--- config.mk ---
export PLATFORM = sky130hd
export DESIGN_NAME = smoe_ctrl
export DESIGN_NICKNAME = d
export VERILOG_FILES = /design/src/rtl/core/smoe_pkg.sv /design/src/rtl/core/smoe_ctrl.sv
export SDC_FILE = /design/constraint.sdc
export NUM_CORES = 1
export LEC_CHECK = 0
export BUFFER_PORTS_ARGS = -buffer_cell sky130_fd_sc_hd__buf_2
export CAP_MARGIN = 10
export CORE_ASPECT_RATIO = 1.2
export CORE_MARGIN = 2
export CORE_UTILIZATION = 35
export CTS_CLUSTER_DIAMETER = 100
export DETAILED_ROUTE_END_ITERATION = 10
export PLACE_DENSITY = 0.56
export SLEW_MARGIN = 40
export SYNTH_ARGS = -nofsm -noshare
export SYNTH_HDL_FRONTEND = slang
export SYNTH_SLANG_ARGS = --single-unit
--- constraint.sdc ---
create_clock -name clk -period 2.2 [get_ports clk]
set_input_delay 0.22 -clock clk [delete_from_list [all_inputs] [get_ports clk]]
set_output_delay 0.22 -clock clk [all_outputs]
set_load 0.01 [all_outputs]
--- src/rtl/core/smoe_pkg.sv ---
`default_nettype none
package smoe_pkg;

  // opcodes
  localparam logic [5:0] OP_PUSH  = 6'd0;
  localparam logic [5:0] OP_PLUS  = 6'd1;
  localparam logic [5:0] OP_MINUS = 6'd2;
  localparam logic [5:0] OP_EQ    = 6'd3;
  localparam logic [5:0] OP_NE    = 6'd4;
  localparam logic [5:0] OP_GT    = 6'd5;
  localparam logic [5:0] OP_LT    = 6'd6;
  localparam logic [5:0] OP_GE    = 6'd7;
  localparam logic [5:0] OP_LE    = 6'd8;
  localparam logic [5:0] OP_IF    = 6'd9;
  localparam logic [5:0] OP_ELSE  = 6'd10;
  localparam logic [5:0] OP_END   = 6'd11;
  localparam logic [5:0] OP_PRINT = 6'd12;
  localparam logic [5:0] OP_DUP   = 6'd13;
  localparam logic [5:0] OP_DUP2  = 6'd14;
  localparam logic [5:0] OP_SWAP  = 6'd15;
  localparam logic [5:0] OP_DROP  = 6'd16;
  localparam logic [5:0] OP_WHILE = 6'd17;
  localparam logic [5:0] OP_DO    = 6'd18;
  localparam logic [5:0] OP_MEM   = 6'd19;
  localparam logic [5:0] OP_LOAD  = 6'd20;
  localparam logic [5:0] OP_STORE = 6'd21;
  localparam logic [5:0] OP_SYS3  = 6'd24;
  localparam logic [5:0] OP_SHR   = 6'd28;
  localparam logic [5:0] OP_SHL   = 6'd29;
  localparam logic [5:0] OP_OR    = 6'd30;
  localparam logic [5:0] OP_AND   = 6'd31;
  localparam logic [5:0] OP_OVER  = 6'd32;
  localparam logic [5:0] OP_MOD   = 6'd33;

  // fault codes
  localparam logic [2:0] F_NONE    = 3'd0;
  localparam logic [2:0] F_UNDER   = 3'd1;
  localparam logic [2:0] F_OVER    = 3'd2;
  localparam logic [2:0] F_ADDR    = 3'd3;
  localparam logic [2:0] F_UNIMPL  = 3'd4;
  localparam logic [2:0] F_SYSNUM  = 3'd5;
  localparam logic [2:0] F_FD      = 3'd6;
  localparam logic [2:0] F_MODZERO = 3'd7;

  function automatic logic [2:0] pop_count(input logic [5:0] op);
    case (op)
      OP_PUSH, OP_ELSE, OP_END, OP_WHILE, OP_MEM: pop_count = 3'd0;
      OP_IF, OP_PRINT, OP_DUP, OP_DROP, OP_DO, OP_LOAD: pop_count = 3'd1;
      OP_SYS3: pop_count = 3'd4;
      default: pop_count = 3'd2;
    endcase
  endfunction

  function automatic logic [2:0] push_count(input logic [5:0] op);
    case (op)
      OP_IF, OP_ELSE, OP_END, OP_DROP, OP_WHILE, OP_DO, OP_STORE, OP_SYS3:
        push_count = 3'd0;
      OP_DUP, OP_SWAP: push_count = 3'd2;
      OP_DUP2: push_count = 3'd4;
      OP_OVER: push_count = 3'd3;
      default: push_count = 3'd1;
    endcase
  endfunction

  function automatic logic is_unimpl(input logic [5:0] op);
    is_unimpl = (op > OP_MOD) || (op == 6'd22) || (op == 6'd23) ||
                (op >= 6'd25 && op <= 6'd27);
  endfunction

  // controller -> datapath commands
  typedef struct packed {
    logic       latch;     // capture input item
    logic       rd_issue;  // issue stack read k
    logic [1:0] rd_k;
    logic       rd_take;   // capture stack read data k (issued previous cycle)
    logic [1:0] take_k;
    logic       mem_rd;    // issue byte read
    logic       mem_take;
    logic       div_start;
    logic       wr_issue;  // write one stack entry k
    logic [1:0] wr_k;
    logic       commit;    // final count / memory store / result capture
  } smoe_cmd_t;

  // datapath -> controller status
  typedef struct packed {
    logic       mem_clear; // byte memory clearing sweep running
    logic       past_end;
    logic       early_fault;
    logic [2:0] pops;
    logic [2:0] pushes;
    logic       need_mem;
    logic       need_div;
    logic       div_done;
    logic       late_fault;
  } smoe_stat_t;

endpackage
`default_nettype wire

--- src/rtl/core/smoe_ctrl.sv ---
`default_nettype none
module smoe_ctrl
  import smoe_pkg::*;
(
  input  wire logic       clk,
  input  wire logic       rst,
  input  wire logic       in_valid,
  output logic            in_ready,
  input  wire logic       out_busy,
  input  wire smoe_stat_t st,
  output smoe_cmd_t       cmd
);
  typedef enum logic [6:0] {
    S_IDLE  = 7'b0000001,
    S_CHECK = 7'b0000010,
    S_READ  = 7'b0000100,
    S_MEM   = 7'b0001000,
    S_DIV   = 7'b0010000,
    S_WRITE = 7'b0100000,
    S_DONE  = 7'b1000000
  } state_t;

  state_t state, state_next;
  logic [2:0] k, k_next;

  always_ff @(posedge clk) begin
    if (rst) begin
      state <= S_IDLE;
      k     <= '0;
    end else begin
      state <= state_next;
      k     <= k_next;
    end
  end

  // no request taken while the byte memory is being cleared
  assign in_ready = (state == S_IDLE) && !st.mem_clear;

  always_comb begin
    state_next = state;
    k_next     = k;
    cmd        = '0;
    case (state)
      S_IDLE: begin
        if (in_valid && !st.mem_clear) begin
          cmd.latch  = 1'b1;
          state_next = S_CHECK;
        end
      end
      S_CHECK: begin
        k_next = '0;
        if (st.past_end || st.early_fault) state_next = S_DONE;
        else if (st.pops != 3'd0) begin
          cmd.rd_issue = 1'b1;
          cmd.rd_k     = 2'd0;
          k_next       = 3'd1;
          state_next   = S_READ;
        end else state_next = S_WRITE;
      end
      // issue read k while capturing read k-1
      S_READ: begin
        cmd.rd_take = 1'b1;
        cmd.take_k  = 2'(k - 3'd1);
        if (k < st.pops) begin
          cmd.rd_issue = 1'b1;
          cmd.rd_k     = k[1:0];
          k_next       = k + 3'd1;
        end else begin
          k_next = '0;
          if (st.need_mem) begin
            state_next = S_MEM;
          end else if (st.need_div) begin
            state_next = S_DIV;
          end else state_next = S_WRITE;
        end
      end
      // k=0: address check and read issue, k=1: capture
      S_MEM: begin
        if (k == 3'd0) begin
          if (st.late_fault) state_next = S_DONE;
          else begin
            cmd.mem_rd = 1'b1;
            k_next     = 3'd1;
          end
        end else begin
          cmd.mem_take = 1'b1;
          k_next       = '0;
          state_next   = S_WRITE;
        end
      end
      S_DIV: begin
        if (k == 3'd0) begin
          if (st.late_fault) state_next = S_DONE;
          else begin
            cmd.div_start = 1'b1;
            k_next        = 3'd1;
          end
        end else if (st.div_done) begin
          k_next     = '0;
          state_next = S_WRITE;
        end
      end
      S_WRITE: begin
        if (st.late_fault) state_next = S_DONE;
        else if (k < st.pushes) begin
          cmd.wr_issue = 1'b1;
          cmd.wr_k     = k[1:0];
          k_next       = k + 3'd1;
        end else state_next = S_DONE;
      end
      S_DONE: begin
        if (!out_busy) begin
          cmd.commit = 1'b1;
          state_next = S_IDLE;
        end
      end
      default: state_next = S_IDLE;
    endcase
  end
endmodule
`default_nettype wire

==> impl_metrics.ini, run 1 <==
[status]
status = finished, final reports clean

[routing]
dr_total_vias = 1224
drt_iter0_markers = 42
routed.top_layer = met4
post_drt_via_cell_ratio = 5.69
dr.pass1.iters = 4
met2WireLength_um = 1570
dr_wl_met3_um = 157
drt-total-wl_um = 3180
met1_length_um = 1400
ant_nets = 0
remaining_drc_errors = 0
routedWlPerCell_um = 14.8

[worst_setup_path]
r2r_end = k[0]
path_cells = buf_4, ha_1, o21ai_2, a31oi_2, or3_4, o41ai_2, buf_2
criticalPathCategory = flop to primary output
reg2reg_depth = 5
slowest_stage = or3_4
worst_setup_path_start_kind = flop
worstReg2RegStart = state[4]
critical_path.max_fanout = 5
slowest_delay_ps = 420
crit_required_ps = 1980
cp-end-kind = primary output
ff2ff_setup_slack_ps = 150
critPathArrivalTime_ps = 1850

[synth]
synth_cells = 138
synth_cell_types = 51
syn_avg_cell_area_um2 = 7.54
yosys.area.top_type_share = 0.192
synth_commonest_cells = 12 x nor2_1, 11 x inv_1, 11 x nor3_1
synth_nets = 161
synth_edf_count = 0
netlist_area_um2 = 1040
ys_async_sr_fraction = 0
synthMostInstantiatedCell = nor2_1
ys_seq_area_frac = 0.192
synthTopCellsByArea = dfxtp_1 19%, ha_1 7.2%, nor3_1 5.3%
ys_ff_latch = 10
synth_ff_type = dfxtp_1
synth.largest_area_cell = dfxtp_1
synth_warnings = 0

[power]
powerDensity_nw_per_um2 = 443
power_w = 0.000609
p_leak_nw = 0.613
ir_worst_vdd_mv = 0.360

[die]
core_um2 = 2810
die_w_um = 53.8
rows = 21
start_util = 0.370
io_pins = 32
dieArea_um2 = 3430
die_h_um = 63.7

[clock_network]
cts_tree = built
numCtsBuffers = 3
clock-root-buffer = clkbuf_4
clk_pin_slew_ps = 80
cts_max_path_buffers = 2
clk_latency_ps = 270
ctsHtreeMaxLevel = 1
clock_sinks = 10

[sta]
finalCritPeriodShare = 0.941
relSlewSlack = 0.692
setup_violations = 0
slew_violations = 0
min_period_ps = 2070
hold_viol_final = 0
clock.fmax_mhz = 483
finalClockSkew_ps = 10.5
worst_pin_slew_ps = 461

[global_routing]
antenna_found_initial = 0
grt_pass1_vias = 1151
grt_pass1_wl_um = 5130
grt_overflow = 0
grt_use_total = 0.201
grt_max_degree = 12

[placed_design]
port_buffers = 31
place_area_um2 = 1300
hpwl_um = 2580
place.gp.congestion = 0.920

[hold_path]
hold_class = primary input to flop
whs_path_depth = 3
min_from = out_busy
holdPathEnd = state[6]

[cells_and_area]
final_area_um2 = 1380
num-fill-cells = 277
fin_nets = 205
diodes = 0
syn2layout_area_growth_pct = 32.1
drive_gt1_frac = 0.348

[run]
drv_cap = 0
through the flow:
step | hold WS [ps] | std cells | utilization | setup TNS, ps | setup slack [ps]
after floorplan | 372 | 138 | - | 0 | 213
after global placement | 505 | 209 | 0.461 | 0 | 145
after detailed placement | 507 | 209 | 0.461 | 0 | 55.2
after CTS | 214 | 213 | 0.476 | 0 | 52.3
after global routing | 230 | 215 | 0.489 | -15.2 | -15.2
final | 219 | 215 | 0.489 | 0 | 130
area by class of cell:
cell class | count | area, um2 | area share
tap | 34 | 42.5 | 0.0309
multi-input combinational | 112 | 801 | 0.582
timing repair buffer | 44 | 253 | 0.184
clock buffer | 4 | 36.3 | 0.0264
sequential | 10 | 201 | 0.146
inverter | 11 | 41.3 | 0.0300
worst max-delay path, delay by kind of cell, from the launching register on:
family,cells,cell delay (ps)
fa+ha+maj,1,280
simple gates,1,420
compound gates,3,220
flops,1,320
buf+inv,2,350
how the worst max path moves through the flow:
stage / start / endpoint / cells past startpoint
6_report: k[2] / cmd[12] / 7
5_1_grt: k[2] / k[0] / 6
4_1_cts: k[2] / cmd[12] / 7
3_5_place_dp: st[6] / k[0] / 8
3_3_place_gp: st[6] / k[0] / 8
2_1_floorplan: k[2] / k[0] / 6
sequential cells by signal, summed over array words and instances, names as in the netlist:
signal  count
k           3
state       7
logic make-up (layout without fill, tap and decap cells):
kind of cell,count (synthesis),count (layout),synth area share
AO/OA/AOI/OAI,41,41,0.291
XOR/XNOR,2,2,0.0168
adder cells (fa/ha/maj),6,6,0.0721
buffers and inverters,16,59,0.0637
flip-flops,10,10,0.192
AND/OR/NAND/NOR,63,63,0.364
where the power goes:
| group | total, W | switching, W | internal, W |
|---|---|---|---|
| clock | 0.000168 | 0.0000678 | 0.000101 |
| sequential | 0.000219 | 0.0000263 | 0.000192 |
| combinational | 0.000222 | 0.000124 | 0.0000979 |
layout by cell type, fill, tap and decap left out, types with 7 or more instances in the layout:
cell / Yosys / layout
buf_4: 1 / 13
inv_1: 11 / 11
nor2_1: 12 / 12
dfxtp_1: 10 / 9
buf_2: 2 / 31
o21ai_0: 9 / 7
a21oi_1: 7 / 7
nor3_1: 11 / 11
routing by layer:
layer | up-vias | track usage
met5 | - | 0
met1 | 565 | 0.274
met4 | 0 | 0.0705
met2 | 38 | 0.314
met3 | 6 | 0.0327
li1 | 615 | -
repair_timing:
item                                    4_1_cts  5_1_grt
endpoints found under the setup margin        1        4
pin swaps                                     0        1
buffers inserted                              0        2
gates resized for setup                       2        6
hold buffers                                  0        0
No activity file was read; power rests on OpenSTA's default activity.
==> run 2: changes to the inputs <==
- clock period: 2.2 -> 2.23 ns (I/O delays scaled with it)
==> run 2 against run 1 <==
Die area stayed put. Count of clock-buffer cells in the layout stayed put. Cell count is 1.4% lower. Cell area is 2.0% lower. Highest routed layer unchanged. Hold slack worse by 3.6 ps. Routed wire length is 3.2% lower. Sequential power hardly changed. Utilization is 0.98 points lower.
==> impl_metrics.ini, run 2 (same netlist as run 1, synthesis figures left out) <==
[clock_network]
numCtsBuffers = 3
cts_tree = built
clock-root-buffer = clkbuf_4
clock_sinks = 10
ctsHtreeMaxLevel = 1
cts_max_path_buffers = 2
clk_pin_slew_ps = 70
clk_latency_ps = 280
hold_buffers = 0
post_cts_buffers = 0

[routing]
drt_iter0_markers = 44
drt-total-wl_um = 3080
post_drt_via_cell_ratio = 5.69
routedWlPerCell_um = 14.5
ant_nets = 0
remaining_drc_errors = 0
dr_total_vias = 1207
dr.pass1.iters = 4

[global_routing]
top_usage_layer = met2
grt_max_degree = 12
grt_use_met2 = 0.313
grtUsageMet1 = 0.253
use_met3 = 0.0187
grt_use_total = 0.190
antenna_found_initial = 0
grt_pass1_vias = 1125
grt_pass1_wl_um = 4950
grt_overflow = 0

[worst_setup_path]
cp-end-kind = primary output
critical_path.max_fanout = 8
ff2ff_setup_slack_ps = 150
r2r_end = k[0]
cp-startpoint = k[1]
slowest_stage = or3_4
slowest_delay_ps = 410
worst_setup_path_start_kind = flop
cp-endpoint = cmd[12]
criticalPathCategory = flop to primary output
worstReg2RegStart = state[4]
reg2reg_depth = 5
path_cells = ha_1, o21ai_0, a31oi_1, or3_4, o41ai_1, buf_2
critPathArrivalTime_ps = 1890
crit_required_ps = 2010

[die]
die_w_um = 53.8
core_um2 = 2810
rows = 21
dieArea_um2 = 3430
io_pins = 32
die_h_um = 63.7
start_util = 0.370

[cells_and_area]
diodes = 0
final_cell_mix = 31 x buf_2, 12 x nor2_1, 11 x inv_1, 11 x nor3_1, 10 x buf_4
num-fill-cells = 276
syn2layout_area_growth_pct = 29.4
fin_nets = 202
multi_input_area_um2 = 795
reg.largest.list = state: 7 flops, k: 3 flops
final_area_um2 = 1350
drive_gt1_frac = 0.337
largest-register = state
final_common_cell = buf_2
register_area_um2 = 203
largest_reg_flops = 7

[sta]
finalCritPeriodShare = 0.946
hold_viol_final = 0
min_period_ps = 2110
relSlewSlack = 0.691
slew_violations = 0
rsz0062_at_grt = false
hold_slack_ps = 216
worst_pin_slew_ps = 459
finalSetupTns_ps = 0
worst_slack_ps = 121
setup_violations = 0
finalClockSkew_ps = 10.2
clock.fmax_mhz = 474

[hold_path]
hold_class = primary input to flop

[placed_design]
dpl_worst_slack_ps = 30.7
place_area_um2 = 1290
place.gp.congestion = 0.912
hpwl_um = 2500
port_buffers = 31

[run]
drv_cap = 0

[power]
powerDensity_nw_per_um2 = 442
p_leak_nw = 0.595
ir_worst_vdd_mv = 0.307

[status]
status = finished, final reports clean
[run 2: routing by layer]
layer,wire [um],share of wire
met2,1500,0.49
met3,158,0.051
met1,1380,0.45
met5,0,0
met4,38,0.012
[run 2: stage by stage]
step,power (W),std cells,utilization
detailed placement,0.000429,208,0.458
CTS,0.000594,212,0.473
floorplan,0.000352,138,-
finish,0.000596,212,0.479
global route,0.000626,212,0.479
global placement,0.000427,208,0.458
[run 2: worst min-delay path by stage]
stage / start / to / slack (ps) / cells after the start
after floorplan: out_busy / state[6] / 370 / 2
after global placement: out_busy / state[6] / 510 / 3
after detailed placement: out_busy / state[6] / 510 / 3
after CTS: out_busy / state[6] / 220 / 3
after global routing: out_busy / state[6] / 260 / 3
final: out_busy / state[6] / 220 / 3
[run 2: area by class of cell]
class                           count  share of cell area
Sequential cell                    10               0.150
Multi-Input combinational cell    112               0.590
Tap cell                           34              0.0316
Inverter                           11              0.0306
Clock buffer                        4              0.0269
Timing Repair Buffer               41               0.171
[run 2: worst max-delay path, delay by kind of cell, from the launching register on]
family,cells,cell delay [ps]
buffers and inverters,1,220
AOI/OAI and AO/OA,3,350
DFF,1,350
adders and majority gates,1,270
and+or+nand+nor,1,410
[run 2: power by group]
part / switching, W / internal [W]
sequential: 0.0000259 / 0.000190
clock: 0.0000673 / 0.0000993
combinational: 0.000118 / 0.0000955
[run 2: what timing repair did]
item                       4_1_cts  5_1_grt
resized for setup                1        6
setup endpoints to repair        1        6
pin swaps                        0        0
